`src/lbps_pkg.sv`:
```
// Shared constants, types and the pattern table for the warning LED sequencer.
// Used by every module of the block; depends on nothing.
package lbps_pkg;

  localparam int NUM_SEQUENCES = 4;
  localparam int SEQ_LENGTH = 64;
  localparam int TICK_MS = 10;

  localparam int POS_W = $clog2(SEQ_LENGTH);
  localparam int SEL_W = 2;

  localparam logic [7:0] MODE_ONCE = 8'hfe;
  localparam logic [7:0] MARK_END = 8'hff;

  localparam logic [14:0] INTERVAL_RESET = 15'd400;

  localparam logic [1:0] FUNC_TICK = 2'd0;
  localparam logic [1:0] FUNC_BLINK_START = 2'd1;
  localparam logic [1:0] FUNC_BLINK_STOP = 2'd2;
  localparam logic [1:0] FUNC_SPECIAL = 2'd3;

  typedef struct packed {
    logic tick;
    logic blink_start;
    logic blink_stop;
    logic special_start;
    logic special_stop;
  } ctrl_t;

  function automatic logic [7:0] rom_read(input logic [SEL_W-1:0] sel,
                                          input logic [POS_W-1:0] pos);
    logic [7:0] v;
    v = 8'd0;
    unique case (sel)
      2'd0: begin
        if (pos == 6'd0) begin
          v = MODE_ONCE;
        end else if (pos == 6'd37) begin
          v = MARK_END;
        end else if (pos < 6'd37) begin
          if (pos[0]) begin
            v = pos[1] ? 8'd0 : 8'd1;
          end else if (pos >= 6'd14 && pos <= 6'd24) begin
            v = 8'd40;
          end else begin
            v = 8'd15;
          end
        end
      end
      2'd1: begin
        unique case (pos)
          6'd1: v = 8'd1;
          6'd2: v = 8'd50;
          6'd4: v = 8'd50;
          6'd5: v = MARK_END;
          default: v = 8'd0;
        endcase
      end
      2'd2: begin
        if (pos == 6'd0) begin
          v = MODE_ONCE;
        end else if (pos == 6'd17) begin
          v = MARK_END;
        end else if (pos < 6'd17) begin
          if (pos[0]) begin
            v = pos[1] ? 8'd0 : 8'd1;
          end else begin
            v = 8'd50;
          end
        end
      end
      2'd3: begin
        unique case (pos)
          6'd1: v = 8'd1;
          6'd2: v = 8'd20;
          6'd4: v = 8'd20;
          6'd5: v = 8'd1;
          6'd6: v = 8'd20;
          6'd8: v = 8'd100;
          6'd9: v = MARK_END;
          default: v = 8'd0;
        endcase
      end
      default: v = 8'd0;
    endcase
    return v;
  endfunction

endpackage

```
`src/led_blink_pattern_sequencer_core.sv`:
```
// Warning LED sequencer top level: input register, state update, result register.
// Path: input register, then result register; an output stall can hold an item between them.
// Throughput: one item per cycle unless the output stalls; state update is a single pass of logic.
// Reset (synchronous, active high) clears control state, not data; blink interval returns to 400 ms.
// Depends on lbps_pkg, lbps_special and lbps_blink.
module led_blink_pattern_sequencer_core import lbps_pkg::*; (
  input  logic        clk,
  input  logic        rst,
  input  logic        in_valid,
  output logic        in_stall,
  input  logic [1:0]  func,
  input  logic [14:0] interval_ms,
  input  logic [15:0] delay_ticks,
  input  logic [2:0]  signal_number,
  output logic        out_valid,
  input  logic        out_stall,
  output logic        led_on,
  output logic        blink_phase,
  output logic        special_done
);

  logic        item_valid;
  logic [1:0]  item_func;
  logic [14:0] item_interval;
  logic [15:0] item_delay;
  logic [2:0]  item_signal;

  logic        pin_level;
  logic        advance;
  logic        in_load;
  ctrl_t       ctrl;
  logic        sig_ok;

  logic        active_next;
  logic        pin_mid;
  logic        pin_next;
  logic        phase_next;

  assign advance = item_valid && (!out_valid || !out_stall);
  assign in_stall = item_valid && !advance;
  assign in_load = !in_stall;

  assign sig_ok = (item_signal >= 3'd1) && (32'(item_signal) <= NUM_SEQUENCES);

  always_comb begin
    ctrl = '0;
    unique case (item_func)
      FUNC_TICK:        ctrl.tick = 1'b1;
      FUNC_BLINK_START: ctrl.blink_start = 1'b1;
      FUNC_BLINK_STOP:  ctrl.blink_stop = 1'b1;
      FUNC_SPECIAL: begin
        ctrl.special_start = sig_ok;
        ctrl.special_stop = !sig_ok;
      end
      default: ctrl = '0;
    endcase
  end

  lbps_special u_special (
    .clk           (clk),
    .rst           (rst),
    .step          (advance),
    .ctrl          (ctrl),
    .signal_number (item_signal),
    .pin_level     (pin_level),
    .active_next   (active_next),
    .pin_mid       (pin_mid)
  );

  lbps_blink u_blink (
    .clk            (clk),
    .rst            (rst),
    .step           (advance),
    .ctrl           (ctrl),
    .interval_ms    (item_interval),
    .delay_ticks    (item_delay),
    .special_active (active_next),
    .pin_mid        (pin_mid),
    .pin_next       (pin_next),
    .phase_next     (phase_next)
  );

  always_ff @(posedge clk) begin
    if (rst) begin
      item_valid <= 1'b0;
    end else if (in_load) begin
      item_valid <= in_valid;
    end
  end

  always_ff @(posedge clk) begin
    if (in_load && in_valid) begin
      item_func <= func;
      item_interval <= interval_ms;
      item_delay <= delay_ticks;
      item_signal <= signal_number;
    end
  end

  always_ff @(posedge clk) begin
    if (rst) begin
      pin_level <= 1'b0;
    end else if (advance) begin
      pin_level <= pin_next;
    end
  end

  always_ff @(posedge clk) begin
    if (rst) begin
      out_valid <= 1'b0;
    end else if (advance) begin
      out_valid <= 1'b1;
    end else if (!out_stall) begin
      out_valid <= 1'b0;
    end
  end

  always_ff @(posedge clk) begin
    if (advance) begin
      led_on <= pin_next;
      blink_phase <= phase_next;
      special_done <= !active_next;
    end
  end

endmodule

```
`src/lbps_special.sv`:
```
// Special signal player: walks the pattern table on ticks and owns the pin while active.
// Depends on lbps_pkg.
module lbps_special import lbps_pkg::*; (
  input  logic             clk,
  input  logic             rst,
  input  logic             step,
  input  ctrl_t            ctrl,
  input  logic [2:0]       signal_number,
  input  logic             pin_level,
  output logic             active_next,
  output logic             pin_mid
);

  logic             active;
  logic             was_active;
  logic             oneshot;
  logic [SEL_W-1:0] sel;
  logic [POS_W-1:0] position;
  logic [7:0]       tick_count;

  logic             was_active_next;
  logic             oneshot_next;
  logic [SEL_W-1:0] sel_next;
  logic [POS_W-1:0] position_next;
  logic [7:0]       tick_count_next;

  logic [POS_W-1:0] pos_cur;
  logic [SEL_W-1:0] start_sel;
  logic [7:0]       count_inc;
  logic             act_mid;

  always_comb begin
    active_next = active;
    was_active_next = was_active;
    oneshot_next = oneshot;
    sel_next = sel;
    position_next = position;
    tick_count_next = tick_count;
    pin_mid = pin_level;
    pos_cur = position;
    act_mid = active;
    start_sel = SEL_W'(signal_number - 3'd1);
    count_inc = tick_count + 8'd1;
    if (ctrl.tick) begin
      if (active) begin
        was_active_next = 1'b1;
        if (tick_count == 8'd0) begin
          if (rom_read(sel, position) == MARK_END) begin
            if (oneshot) begin
              act_mid = 1'b0;
              was_active_next = 1'b0;
              pin_mid = 1'b0;
            end else begin
              pos_cur = POS_W'(1);
            end
          end
          if (act_mid) begin
            pin_mid = (rom_read(sel, pos_cur) != 8'd0);
          end
        end
        active_next = act_mid;
        if (act_mid) begin
          if (count_inc >= rom_read(sel, pos_cur + POS_W'(1))) begin
            tick_count_next = 8'd0;
            position_next = pos_cur + POS_W'(2);
          end else begin
            tick_count_next = count_inc;
            position_next = pos_cur;
          end
        end
      end else if (was_active) begin
        pin_mid = 1'b0;
        was_active_next = 1'b0;
      end
    end else if (ctrl.special_start) begin
      sel_next = start_sel;
      oneshot_next = (rom_read(start_sel, POS_W'(0)) == MODE_ONCE);
      position_next = POS_W'(1);
      tick_count_next = 8'd0;
      active_next = 1'b1;
    end else if (ctrl.special_stop) begin
      active_next = 1'b0;
    end
  end

  always_ff @(posedge clk) begin
    if (rst) begin
      active <= 1'b0;
      was_active <= 1'b0;
      oneshot <= 1'b0;
      sel <= '0;
      position <= '0;
      tick_count <= '0;
    end else if (step) begin
      active <= active_next;
      was_active <= was_active_next;
      oneshot <= oneshot_next;
      sel <= sel_next;
      position <= position_next;
      tick_count <= tick_count_next;
    end
  end

endmodule

```
`src/lbps_blink.sv`:
```
// Blink timer: start delay, millisecond phase accumulator and blink phase.
// Depends on lbps_pkg.
module lbps_blink import lbps_pkg::*; (
  input  logic        clk,
  input  logic        rst,
  input  logic        step,
  input  ctrl_t       ctrl,
  input  logic [14:0] interval_ms,
  input  logic [15:0] delay_ticks,
  input  logic        special_active,
  input  logic        pin_mid,
  output logic        pin_next,
  output logic        phase_next
);

  logic        enabled;
  logic        was_off;
  logic        phase;
  logic [15:0] accum;
  logic [14:0] interval;
  logic [15:0] delay;

  logic        enabled_next;
  logic        was_off_next;
  logic [15:0] accum_next;
  logic [14:0] interval_next;
  logic [15:0] delay_next;

  logic [15:0] acc_base;
  logic        ph_base;
  logic [16:0] sum_raw;
  logic [15:0] sum_sat;

  always_comb begin
    enabled_next = enabled;
    was_off_next = was_off;
    phase_next = phase;
    accum_next = accum;
    interval_next = interval;
    delay_next = delay;
    pin_next = pin_mid;
    acc_base = was_off ? 16'd0 : accum;
    ph_base = was_off ? 1'b1 : phase;
    sum_raw = {1'b0, acc_base} + 17'(TICK_MS);
    sum_sat = sum_raw[16] ? 16'hffff : sum_raw[15:0];
    if (ctrl.tick) begin
      if (!enabled) begin
        if (!was_off) begin
          if (!special_active) begin
            pin_next = 1'b0;
          end
          phase_next = 1'b0;
          was_off_next = 1'b1;
        end
      end else if (delay != 16'd0) begin
        delay_next = delay - 16'd1;
      end else begin
        was_off_next = 1'b0;
        if (was_off && !special_active) begin
          pin_next = 1'b1;
        end
        if (sum_sat >= {1'b0, interval}) begin
          accum_next = sum_sat - {1'b0, interval};
          phase_next = ~ph_base;
          if (!special_active) begin
            pin_next = ~ph_base;
          end
        end else begin
          accum_next = sum_sat;
          phase_next = ph_base;
        end
      end
    end else if (ctrl.blink_start) begin
      delay_next = delay_ticks;
      interval_next = interval_ms;
      enabled_next = 1'b1;
    end else if (ctrl.blink_stop) begin
      enabled_next = 1'b0;
    end
  end

  always_ff @(posedge clk) begin
    if (rst) begin
      enabled <= 1'b0;
      was_off <= 1'b0;
      phase <= 1'b0;
      accum <= '0;
      interval <= INTERVAL_RESET;
      delay <= '0;
    end else if (step) begin
      enabled <= enabled_next;
      was_off <= was_off_next;
      phase <= phase_next;
      accum <= accum_next;
      interval <= interval_next;
      delay <= delay_next;
    end
  end

endmodule
```
`config.mk`:
```
export PLATFORM = sky130hd
export DESIGN_NAME = led_blink_pattern_sequencer_core
export DESIGN_NICKNAME = d
export VERILOG_FILES = /design/src/lbps_pkg.sv /design/src/led_blink_pattern_sequencer_core.sv /design/src/lbps_special.sv /design/src/lbps_blink.sv
export SDC_FILE = /design/constraint.sdc
export NUM_CORES = 1
export LEC_CHECK = 0
export BUFFER_PORTS_ARGS = -buffer_cell sky130_fd_sc_hd__buf_2
export CORE_UTILIZATION = 52
export DETAILED_ROUTE_END_ITERATION = 7
export PLACE_DENSITY = 0.7
export REMOVE_ABC_BUFFERS = 1
export SETUP_SLACK_MARGIN = 0.4
export SYNTH_ARGS = -nofsm -noshare
export SYNTH_HDL_FRONTEND = slang
export SYNTH_SLANG_ARGS = --single-unit
```
`constraint.sdc`:
```
create_clock -name clk -period 5.9 [get_ports clk]
set_input_delay 0.295 -clock clk [delete_from_list [all_inputs] [get_ports clk]]
set_output_delay 0.295 -clock clk [all_outputs]
set_load 0.005 [all_outputs]
```
== After elaboration in Yosys (flattened, before gate mapping) ==
Cells that the tools add are included.

* Bitwise logic cells: 3
* Muxes and demuxes: 122
* Order comparisons: 16
* Reductions and logical operators: 46
* Add/sub/neg operators: 7
* Eq/ne operators: 44

{| class="wikitable"
|+ Operators by type and width
! cell !! number
|-
| 2-to-1 mux 8 bit || 41
|-
| case mux 8 bit (4 select lines) || 6
|-
| 2-to-1 mux 16 bit || 7
|-
| 2-to-1 mux 6 bit || 16
|-
| case mux 8 bit (3 select lines) || 3
|-
| equality test 6 x 3 -> 1 bit, second input constant || 9
|-
| 2-to-1 mux 1 bit || 47
|-
| equality test 6 x 4 -> 1 bit, second input constant || 6
|-
| equality test 6 x 1 -> 1 bit, second input constant || 3
|-
| equality test 6 x 2 -> 1 bit, second input constant || 3
|-
| equality test 6 x 5 -> 1 bit, second input constant || 3
|-
| equality test 6 bit, second input constant || 3
|-
| greater-or-equal comparator 6 x 4 -> 1 bit, second input constant || 3
|-
| less-or-equal comparator 6 x 5 -> 1 bit, second input constant || 3
|-
| zero test 6 bit || 3
|-
| < comparator 6 x 5 -> 1 bit, second input constant || 3
|-
| < comparator 6 bit, second input constant || 3
|-
| adder 16 x 4 -> 17 bit, second input constant || 1
|-
| equality test 8 bit, second input constant || 2
|-
| greater-or-equal comparator 16 x 15 -> 1 bit || 1
|-
| case mux 8 bit (2 select lines) || 1
|-
| nonzero test 16 bit || 1
|-
| OR reduction 2 bit || 8
|-
| subtractor 16 x 1 -> 16 bit, second input constant || 1
|-
| other kinds (25) || 61
|}

* Bits in registers: 111
* Word-level logic and storage cells: 260

== Depth between registers and ports, before layout ==
Gate-level depths: netlist (run 1).

* Depth in word-level cells: 39
* Gate-level depth with buffers: 24

== Modules after synthesis ==
A second synthesis (run 1) with hierarchy kept.

* Cells, all modules: 837
* Area, all modules: 7104.3 µm²

{| class="wikitable"
|+ By module, submodules not included
! module !! area each (µm²) !! instances !! sequential area each (µm²) !! cells an instance
|-
| lbps_blink || 3622.2 || 1 || 1001.0 || 486
|-
| lbps_special || 2137.0 || 1 || 380.4 || 290
|-
| led_blink_pattern_sequencer_core || 1345.0 || 1 || 1231.2 || 61
|}

== Worst setup path after synthesis (run 1) ==
OpenSTA, ideal clock, no wires.

* Kind: reg-to-reg
* Start: register u_special.tick_count[0]
* End: register u_special.position[2]
* Setup time: 0.074 ns
* Data arrival time: 5.235 ns
* Clock period less this slack: 5.309 ns
* Cell stages (with the launch flop): 25
* Slack: 0.591 ns
* Path through: dfxtp_1 > inv_1 > ha_1 > or4b_1 > nor3_2 > o21ai_1 > and2_1 > ha_1 > and2_0 > clkbuf_1 > xnor2_1 > a221oi_1 > o31ai_2 > a221o_1 > o31a_1 > nor3_1 > ha_1 > nand2b_1 > a21o_1 > a21oi_1 > o21ai_0 > o21ai_0 > clkbuf_1 > nand4_1 > a31oi_1

* Word-level cells in the longest chain between the ends: 21
* Elaborated cells on any way between the ends: 51
* Those cells by class: add/sub: 3; order compare: 5; eq/ne: 10; mux: 26; reduce/logical: 7

{| class="wikitable"
|+ RTL lines
! element !! line !! source
|-
| start: declaration || lbps_special.sv:19 || <nowiki>logic [7:0] tick_count;</nowiki>
|-
| start signal: assignment || lbps_special.sv:100 || <nowiki>tick_count <= tick_count_next;</nowiki>
|-
| zero test 8 bit || lbps_special.sv:47 || <nowiki>if (tick_count == 8'd0) begin</nowiki>
|-
| 2-to-1 mux 6 bit || lbps_special.sv:47 ||
|-
| 2-to-1 mux 6 bit || lbps_special.sv:45 || <nowiki>if (active) begin</nowiki>
|-
| 2-to-1 mux 6 bit || lbps_special.sv:44 || <nowiki>if (ctrl.tick) begin</nowiki>
|-
| adder 6 x 1 -> 6 bit || lbps_special.sv:63 || <nowiki>if (count_inc >= rom_read(sel, pos_cur + POS_W'(1))) begin</nowiki>
|-
| greater-or-equal comparator 6 x 4 -> 1 bit or less-or-equal comparator 6 x 5 -> 1 bit (tied branches) || lbps_pkg.sv:43 || <nowiki>end else if (pos >= 6'd14 && pos <= 6'd24) begin</nowiki>
|-
| logical AND 1 bit || lbps_pkg.sv:43 ||
|-
| 2-to-1 mux 6 bit || lbps_pkg.sv:43 ||
|-
| (+5 left out) || - ||
|-
| 2-to-1 mux 8 bit || lbps_special.sv:62 || <nowiki>if (act_mid) begin</nowiki>
|-
| 2-to-1 mux 8 bit || lbps_special.sv:45 ||
|-
| 2-to-1 mux 8 bit || lbps_special.sv:44 ||
|-
| greater-or-equal comparator 8 bit || lbps_special.sv:63 ||
|-
| 2-to-1 mux 6 bit || lbps_special.sv:63 ||
|-
| 2-to-1 mux 6 bit || lbps_special.sv:62 ||
|-
| 2-to-1 mux 6 bit || lbps_special.sv:45 ||
|-
| 2-to-1 mux 6 bit || lbps_special.sv:44 ||
|-
| end signal: assignment || lbps_special.sv:99 || <nowiki>position <= position_next;</nowiki>
|-
| end: declaration || lbps_special.sv:18 || <nowiki>logic [POS_W-1:0] position;</nowiki>
|}

Several ways; a longest one is shown, not always the timed one. The select of a mux whose other input is x is not followed.
A chain may end at the register's enable or synchronous reset.

== Worst setup path after layout (run 1) ==
* Start: register u_special.tick_count[0]
* End: register u_special.position[4]

Same word-level chain as after synthesis.

==> flow_metrics.tcl, run 1 <==
set metrics [dict create \
    gp_congestion 0.908 \
    numCtsBuffers 9 \
    grtUsageTotal_pct 25.1 \
    post-place-ws_ns 0.385 \
    arrival_ns 5.48 \
    die_area_mm2 0.0146 \
    die_h_um 121 \
    clockRootBuffer "clkbuf_16" \
    numPortBuffers 44 \
    drtIter0Drc 637 \
    max_stage_delay_ns 0.47 \
    drive_gt1_share_pct 12.2 \
    yosys_warnings 0 \
    path_max_fanout 8 \
    total_power_mw 1.63 \
    ys_seq_elements 111 \
    min_period_ns 5.23 \
    crit_chain "inv_1 > ha_1 > or4b_1 > nor3_2 > o21ai_1 > and2_1 > ha_1 > and2_2 > xnor2_2 > o21ai_0 > nand2_1 > a2111o_1 > o221ai_4 > o22ai_1 > ha_1 > a21o_1 > a21oi_1 > o21ai_1 > o21ai_0 > buf_4 > or3_1 > a221oi_1" \
    whs_ns 0.103 \
    h-tree-depth 3 \
    fin_crit_sh_pct 88.6 \
    fillers 1195 \
    avgSynthCellArea_um2 8.41 \
    synthDistinctLibCells 85 \
    fin_cells 1085 \
    peakVddDrop_mv 0.173 \
    cts_num_sinks 111 \
    syn_area_mm2 0.00736 \
    drc 0 \
    initial_utilization_pct 53.2 \
    placed_cell_area_mm2 0.00774 \
    async_reset_ff_share_pct 0 \
    synth_edf_count 39 \
    synthFlopType "dfxtp_1" \
    syn_inst 875 \
    grt_pass1_wl_um 29500 \
    wirelength_um 18200 \
    grt.overflow.total 0 \
    area_growth_pct 10.3 \
    place_inst 1068 \
    antenna_found_initial 0 \
    setup_ws_ns 0.672 \
    critical_path_required_ns 6.15 \
    drt-wirelength-per-cell_um 16.8 \
    setup_tns_ns 0 \
    cts_tree "yes" \
    dp_hpwl_um 13300 \
    antenna_left 0 \
    fin_util_pct 58.7 \
    criticalPathCategory "reg -> reg" \
    tightest_slew_ns 1.18 \
    relSlewSlack_pct 21.4 \
    hold_buffers 0 \
    hp-class "in -> reg" \
    cp_top_family "compound AO/OA/AOI/OAI gates" \
    rsz0062_at_grt "yes" \
    cap_viol_max_count 0 \
    start_kind "flop" \
    design_area_mm2 0.00812 \
    rows 43 \
    finalSetupViolations 0 \
    path_buf_inv 2 \
    viasPerCell 6.15 \
    status "finished clean" \
    endpoint_kind "flop" \
    grt_max_degree 70 \
    via_count 6672 \
    ios 45 \
    slew_viol_final 0 \
    finClkSkew_ns 0.0131 \
    clk_latency_ns 0.36 \
    grt_pass1_vias 6084 \
    fmax_mhz 191 \
    critPathSlowestCell "or4b_1" \
    die_w_um 121 \
    fp.coreArea_mm2 0.0138 \
    path_common_cell "ha_1" \
    antenna_cells 0 \
    firstDrtPassIters 5 \
    clkTransAtPathRegs_ns 0.08 \
    cts_buffer_depth 2 \
    p_leak_nw 3.01 \
    hold_viol_final 0 \
    synth.yosys.seq_area_share_pct 35.5 \
    pwr_density_cell_mw_per_mm2 201 \
    final_nets 979 \
]
[power by group]
group          switching (mW)  internal (mW)  total [mW]
logic                   0.103         0.0621       0.165
registers              0.0129          0.816       0.829
clock network           0.311          0.330       0.641
[registers in the layout (all words and copies together) (netlist names), 3 cells and up]
| register | cells |
|---|---|
| u_blink.accum | 16 |
| u_special.tick_count | 8 |
| u_special.position | 6 |
| item_delay | 16 |
| u_blink.delay | 16 |
| u_blink.interval | 15 |
| item_interval | 15 |
| item_signal | 3 |
[final timing paths]
kind                                             start                                  to  slack (ns)  cells past startpoint
setup reg to reg  u_special.tick_count[0]$_SDFFE_PP0P_  u_special.position[4]$_SDFFE_PP0P_        0.67                     22
hold / removal                          interval_ms[5]          item_interval[5]$_DFFE_PP_        0.10                      1
setup / recovery  u_special.tick_count[0]$_SDFFE_PP0P_  u_special.position[4]$_SDFFE_PP0P_        0.67                     22
hold reg to reg          u_blink.accum[0]$_SDFFE_PP0P_       u_blink.accum[0]$_SDFFE_PP0P_        0.46                      2
[placed cells by master (no fill, tap or decap), types with 6 or more instances in the layout]
| cell type | count |
|---|---|
| o21ai_0 | 45 |
| o31ai_1 | 8 |
| dfxtp_1 | 70 |
| nand4_1 | 17 |
| or3_1 | 14 |
| inv_1 | 48 |
| o21a_1 | 6 |
| and3_1 | 12 |
| nand2b_1 | 11 |
| buf_4 | 15 |
| nor2_1 | 65 |
| nand2_1 | 99 |
| nor2b_1 | 17 |
| o211ai_1 | 15 |
| a21o_1 | 7 |
| buf_2 | 44 |
| clkbuf_16 | 10 |
| a21oi_1 | 66 |
| edfxtp_1 | 39 |
| mux2i_1 | 14 |
| nor3_1 | 12 |
| xnor2_1 | 20 |
| and2_1 | 7 |
| a211oi_1 | 25 |
| xor2_1 | 11 |
| ha_1 | 37 |
| nor4_1 | 6 |
| o22ai_1 | 8 |
| nand3_1 | 25 |
| a22oi_1 | 9 |
[routing by layer]
metal	up-vias	global-route usage (%)	wire length, um	share of wire (%)
met1	3143	36.1	8910	49
met3	26	2.63	879	4.8
met2	229	39.2	8110	44
met4	0	7.79	328	1.8
met5	-	0	0	0
li1	3274	-	-	-
[kinds of logic after synthesis]
| logic type | count (synthesis) | share of synthesized area [%] |
|---|---|---|
| buffers and inverters | 93 | 4.88 |
| AO/OA/AOI/OAI | 253 | 23.5 |
| adder cells (fa/ha/maj) | 39 | 6.73 |
| XOR/XNOR | 32 | 3.81 |
| AND/OR/NAND/NOR | 329 | 23.0 |
| multiplexers | 18 | 2.52 |
| flip-flops | 111 | 35.5 |
[layout make-up]
cell class / instances / area [um^2] / area share [%]
Clock inverter: 6 / 75.1 / 0.925
Inverter: 48 / 180 / 2.22
Tap cell: 180 / 225 / 2.77
Clock buffer: 10 / 250 / 3.08
Multi-Input combinational cell: 671 / 4440 / 54.7
Timing Repair Buffer: 59 / 333 / 4.10
Sequential cell: 111 / 2620 / 32.2
[synthesized netlist by cell type (12+ instances only)]
cell      number  area, um^2
or3_1         14        87.6
a21oi_1       66         330
and3_1        12        75.1
nor3_1        13        65.1
nor2b_1       18         113
mux2i_1       14         140
xnor2_1       21         184
inv_1         48         180
clkbuf_1      36         135
a211oi_1      25         188
nor2_1        65         244
o21ai_0       46         230
dfxtp_1       72        1440
nand3_1       25         125
ha_1          38         475
nand2_1       99         372
edfxtp_1      39        1170
nand4_1       17         106
o211ai_1      15         113
[what timing repair did]
item,4_1_cts,5_1_grt
resized for setup,1,11
setup endpoints to repair,1,12
setup buffers,0,1
pin swaps,0,3
(Power assumes the default switching activity.)
==> run 2: changes to the inputs <==
--- a/config.mk
+++ b/config.mk
@@ -5,6 +5,7 @@
 export SDC_FILE = /design/constraint.sdc
 export NUM_CORES = 1
 export LEC_CHECK = 0
+export ABC_AREA = 1
 export BUFFER_PORTS_ARGS = -buffer_cell sky130_fd_sc_hd__buf_2
 export CORE_UTILIZATION = 52
 export DETAILED_ROUTE_END_ITERATION = 7
==> run 2 against run 1 <==
- first-iteration DRC count down 27%
- hold slack better by 0.0044 ns
- sequential power is 1% higher
- critical path type unchanged
- clock skew hardly changed
- largest power group unchanged
- highest routed layer unchanged
- largest cell class unchanged
==> flow_metrics.tcl, run 2 <==
set metrics [dict create \
    post-place-ws_ns 1.07 \
    peakVddDrop_mv 0.192 \
    final_cell_mix "nand2_1 (193), inv_1 (130), a21oi_1 (89)" \
    hold_viol_final 0 \
    hp-class "in -> reg" \
    p_comb_share_pct 12.5 \
    grt_max_degree 41 \
    grtUsageTotal_pct 23.6 \
    r2r_cells 27 \
    final_common_cell "nand2_1" \
    yosysMostFrequentCell "nand2_1" \
    holdPathStages 1 \
    cts_buffer_depth 2 \
    start_kind "flop" \
    rows 42 \
    grt_pass1_vias 5820 \
    antenna_cells 0 \
    final_nets 1110 \
    wirelength_um 16200 \
    ys_seq_elements 111 \
    pwr-share-clk_pct 38.6 \
    syn_inst 1005 \
    die_w_um 120 \
    rsz0062_at_grt "no" \
    avgSynthCellArea_um2 7.26 \
    clockRootBuffer "clkbuf_16" \
    grt.overflow.total 0 \
    area_growth_pct 8.32 \
    path_max_fanout 23 \
    grt_pass1_wl_um 27300 \
    status "finished clean" \
    fp.coreArea_mm2 0.0135 \
    cts_num_sinks 111 \
    setup_tns_ns 0 \
    antenna_left 0 \
    yosys_warnings 0 \
    numCtsBuffers 9 \
    drt-wirelength-per-cell_um 13.4 \
    finalSetupViolations 0 \
    ios 45 \
    wl_met1_um 8150 \
    fmax_mhz 205 \
    numPortBuffers 44 \
    wl_met3_um 719 \
    synthFlopType "dfxtp_1" \
    critical_path_required_ns 6.16 \
    criticalPathCategory "reg -> reg" \
    finClkSkew_ns 0.0126 \
    fin_crit_sh_pct 82.8 \
    cts_resized 0 \
    die_area_mm2 0.0145 \
    gp_congestion 0.957 \
    swShare_pct 25.8 \
    synthDistinctLibCells 47 \
    die_h_um 120 \
    drive_gt1_share_pct 12.5 \
    ys_top_cells_by_area "dfxtp_1 (20%), edfxtp_1 (16%), nand2_1 (9.9%)" \
    fillers 1243 \
    drc 0 \
    syn_area_mm2 0.00729 \
    wl_met2_um 7090 \
    top_layer "met4" \
    initial_utilization_pct 54.2 \
    clkTransAtPathRegs_ns 0.08 \
    cap_viol_max_count 0 \
    synth_top_area_share_pct 19.8 \
    fin_cells 1212 \
    clk_latency_ns 0.36 \
    h-tree-depth 3 \
    async_reset_ff_share_pct 0 \
    dp_hpwl_um 12000 \
    synth_top_cell_by_area "dfxtp_1" \
    viasPerCell 5.33 \
    reg.largest.list "item_delay: 16 flops, u_blink.accum: 16 flops, u_blink.delay: 16 flops" \
    arrival_ns 5.15 \
    antenna_found_initial 0 \
    place_inst 1196 \
    tightest_slew_ns 0.969 \
    firstDrtPassIters 5 \
    endpoint_kind "flop" \
    min_period_ns 4.89 \
    slew_viol_final 0 \
    setup_ws_ns 1.01 \
    cts_post_setup_buffers_inserted 0 \
    synth.yosys.seq_area_share_pct 35.8 \
    hold_buffers 0 \
    p_leak_nw 3.55 \
    seqPwrFrac_pct 48.9 \
    power_switching_mw 0.442 \
    drtIter0Drc 462 \
    yosys-top-cells-count "nand2_1 (193), inv_1 (130), a21oi_1 (89)" \
    via_count 6455 \
    relSlewSlack_pct 35.3 \
    pwr_density_cell_mw_per_mm2 217 \
    p_int_mw 1.28 \
    synth_edf_count 39 \
    cts_tree "yes" \
]
==> run 2: path summary, 6_finish.rpt <==
kind                                                     start  slack [ns]                             end
worst min-delay path                            delay_ticks[5]        0.11         item_delay[5]$_DFFE_PP_
worst min register to register  u_blink.accum[13]$_SDFFE_PP0P_        0.47  u_blink.accum[13]$_SDFFE_PP0P_
worst max register to register    u_blink.was_off$_SDFFE_PP0P_        1.01      u_blink.phase$_SDFFE_PP0P_
worst max-delay path              u_blink.was_off$_SDFFE_PP0P_        1.01      u_blink.phase$_SDFFE_PP0P_
==> run 2: logic make-up (layout without fill, tap and decap cells) <==
family / after synthesis / count (layout) / synth area share, %
AO/OA/AOI/OAI: 213 / 213 / 16.5
XOR/XNOR: 27 / 27 / 3.24
adder cells (fa/ha/maj): 39 / 39 / 6.79
AND/OR/NAND/NOR: 439 / 439 / 27.7
flip-flops: 111 / 111 / 35.8
buffers and inverters: 176 / 207 / 9.97
==> run 2: area by class of cell <==
class	count	area (um^2)	area share [%]
clock buffers	11	233	2.95
clock inverters	5	86.3	1.09
inverters	141	529	6.70
multi-input cells	718	3950	50.0
flip-flops and latches	111	2610	33.1
well taps	176	220	2.79
repair buffers	50	265	3.36
==> run 2: critical path, stage by stage, from the launching register on <==
cell,delay [ns]
dfxtp_1,0.85
inv_1,0.33
nand2_1,0.18
nand2_1,0.10
nand2_1,0.13
nor2_1,0.07
nand2_1,0.12
nor2_4,0.06
nand3_4,0.11
inv_1,0.14
a21oi_1,0.21
ha_1,0.20
inv_1,0.05
fa_1,0.40
nand3_1,0.11
nand2_1,0.11
nand3_1,0.10
nand4_1,0.15
nand2_1,0.09
nand2_1,0.07
a21oi_1,0.21
nand2_2,0.29
inv_2,0.27
nand4_1,0.10
nand3_1,0.10
nand3_1,0.08
nand2_1,0.09
inv_1,0.03
==> run 2: power groups by stage <==
| stage | combinational, mW | clock (mW) | sequential (mW) |
|---|---|---|---|
| CTS | 0.215 | 0.675 | 0.839 |
| global placement | 0.211 | 0 | 0.857 |
| detailed placement | 0.213 | 0 | 0.857 |
| global route | 0.244 | 0.701 | 0.843 |
| floorplan | 0.153 | 0 | 0.852 |
| finish | 0.215 | 0.662 | 0.840 |
==> run 2: routing by layer <==
metal	global-route usage (%)	vias up
met5	0	-
met1	33.6	2877
met3	2.74	17
li1	-	3389
met2	36.8	172
met4	8.56	0
==> run 2: metrics by stage <==
| stage | power, mW | hold slack, ns | util [%] | cell area [um^2] |
|---|---|---|---|---|
| after floorplan | 1.01 | 0.364 | - | 7090 |
| after CTS | 1.73 | 0.0987 | 58.7 | 7900 |
| after global placement | 1.07 | 0.446 | 56.3 | 7580 |
| after global routing | 1.79 | 0.0973 | 58.7 | 7900 |
| final | 1.72 | 0.108 | 58.7 | 7900 |
| after detailed placement | 1.07 | 0.451 | 56.3 | 7580 |
==> run 3: changes to the inputs <==
==> constraint.sdc (replaced) <==
create_clock -name clk -period 4.7 [get_ports clk]
set_input_delay 0.235 -clock clk [delete_from_list [all_inputs] [get_ports clk]]
set_output_delay 0.235 -clock clk [all_outputs]
set_load 0.005 [all_outputs]
==> run 3 against run 2 <==
- first-iteration DRC count decreased by 15%
- maximum frequency grew 22%
- cell count is 1.2% higher
- clock skew is 0.0045 ns lower
- critical path type unchanged
- largest cell class unchanged
- largest power group unchanged
==> flow_metrics.tcl, run 3 (same netlist as run 2, synthesis figures left out) <==
set metrics [dict create \
    status "finished clean" \
    hold_viol_final 0 \
    start_kind "flop" \
    antenna_cells 0 \
    dp_hpwl_um 12200 \
    grt_max_degree 41 \
    area_growth_pct 10.4 \
    grtUsageTotal_pct 23.3 \
    criticalPathCategory "reg -> reg" \
    via_count 6497 \
    reg.largest.list "item_delay: 16 flops, u_blink.accum: 16 flops, u_blink.delay: 16 flops" \
    die_area_mm2 0.0145 \
    tightest_slew_ns 0.967 \
    viasPerCell 5.30 \
    hp-class "in -> reg" \
    final_common_cell "nand2_1" \
    initial_utilization_pct 54.2 \
    hold_buffers 0 \
    clkTransAtPathRegs_ns 0.07 \
    fin_crit_sh_pct 85.2 \
    cap_viol_max_count 0 \
    clk_latency_ns 0.35 \
    arrival_ns 4.22 \
    min_period_ns 4.01 \
    rsz0062_at_grt "yes" \
    relSlewSlack_pct 35.5 \
    post-place-ws_ns 0.316 \
    final_cell_mix "nand2_1 (190), inv_1 (128), a21oi_1 (87)" \
    ios 45 \
    grt_pass1_wl_um 27000 \
    critPathSlowestCell "dfxtp_2" \
    firstDrtPassIters 6 \
    grt.overflow.total 0 \
    wirelength_um 16400 \
    final_nets 1124 \
    rows 42 \
    p_leak_nw 3.62 \
    grt_pass1_vias 5697 \
    peakVddDrop_mv 0.219 \
    critical_path_required_ns 4.91 \
    slew_viol_final 0 \
    clockRootBuffer "clkbuf_16" \
    setup_ws_ns 0.695 \
    cts_tree "yes" \
    cts_num_sinks 111 \
    pwr_density_cell_mw_per_mm2 254 \
    antenna_found_initial 0 \
    total_power_mw 2.05 \
    numPortBuffers 44 \
    gp_congestion 0.954 \
    endpoint_kind "flop" \
    drc 0 \
    drtIter0Drc 394 \
    setup_tns_ns 0 \
    drt-wirelength-per-cell_um 13.4 \
    h-tree-depth 3 \
    max_stage_delay_ns 0.41 \
    path_max_fanout 8 \
    cts_buffer_depth 2 \
    die_w_um 120 \
    finalSetupViolations 0 \
    finClkSkew_ns 0.00814 \
    antenna_left 0 \
    whs_ns 0.0533 \
    die_h_um 120 \
    numCtsBuffers 9 \
    fmax_mhz 250 \
    drive_gt1_share_pct 15.9 \
    fp.coreArea_mm2 0.0135 \
]
[run 3: cell count changes in the layout (fill, tap and decap cells not counted), sizes merged]
cell    change
inv         -2
clkinv      +4
bufinv      -2
buf        +14
[run 3: timing repair]
action	4_1_cts	5_1_grt
resized for setup	3	34
endpoints found under the setup margin	2	32
pin swaps	0	7
buffers inserted	0	5
[run 3: where the power goes]
part	total [mW]	internal, mW	switching, mW
combinational	0.293	0.109	0.184
sequential	1.05	1.03	0.0203
clock	0.704	0.361	0.343
total	2.05	1.50	0.546
[run 3: final cells by class]
type / count / area (um^2)
Tap cell: 176 / 220
Fill cell: 1320 / 5400
Multi-Input combinational cell: 718 / 4030
Clock buffer: 11 / 233
Sequential cell: 111 / 2630
Inverter: 141 / 529
Clock inverter: 5 / 35.0
Timing Repair Buffer: 64 / 378
[run 3: critical path, delay by kind of cell (launching register included)]
kind            cells  cell delay, ns
compound gates      6            0.70
fa+ha+maj           2            0.49
buf+inv             4            0.40
simple gates       17            1.88
flops               1            0.41
[run 3: metrics by stage]
step	util, %	instance area, um^2	cells
2_1_floorplan	-	7090	970
3_3_place_gp	56.8	7650	1205
3_5_place_dp	56.8	7650	1205
4_1_cts	58.9	7930	1221
5_1_grt	59.8	8050	1226
6_report	59.8	8050	1226
[run 3: path summary, 6_finish.rpt]
path,startpoint,endpoint,slack (ns),depth (start not counted)
max,u_special.sel[0]$_SDFFE_PP0P_,u_special.position[2]$_SDFFE_PP0P_,0.69,29
min,delay_ticks[5],item_delay[5]$_DFFE_PP_,0.05,1
max reg2reg,u_special.sel[0]$_SDFFE_PP0P_,u_special.position[2]$_SDFFE_PP0P_,0.69,29
min reg2reg,u_blink.interval[10]$_SDFFE_PP0P_,u_blink.interval[10]$_SDFFE_PP0P_,0.46,2
[run 3: layer usage]
metal,track usage (%),up-vias,wire length (um)
met5,0,-,0
met4,7.25,0,295
met3,2.78,25,799
met2,36.0,189,7050
met1,33.7,2857,8290
li1,-,3426,-
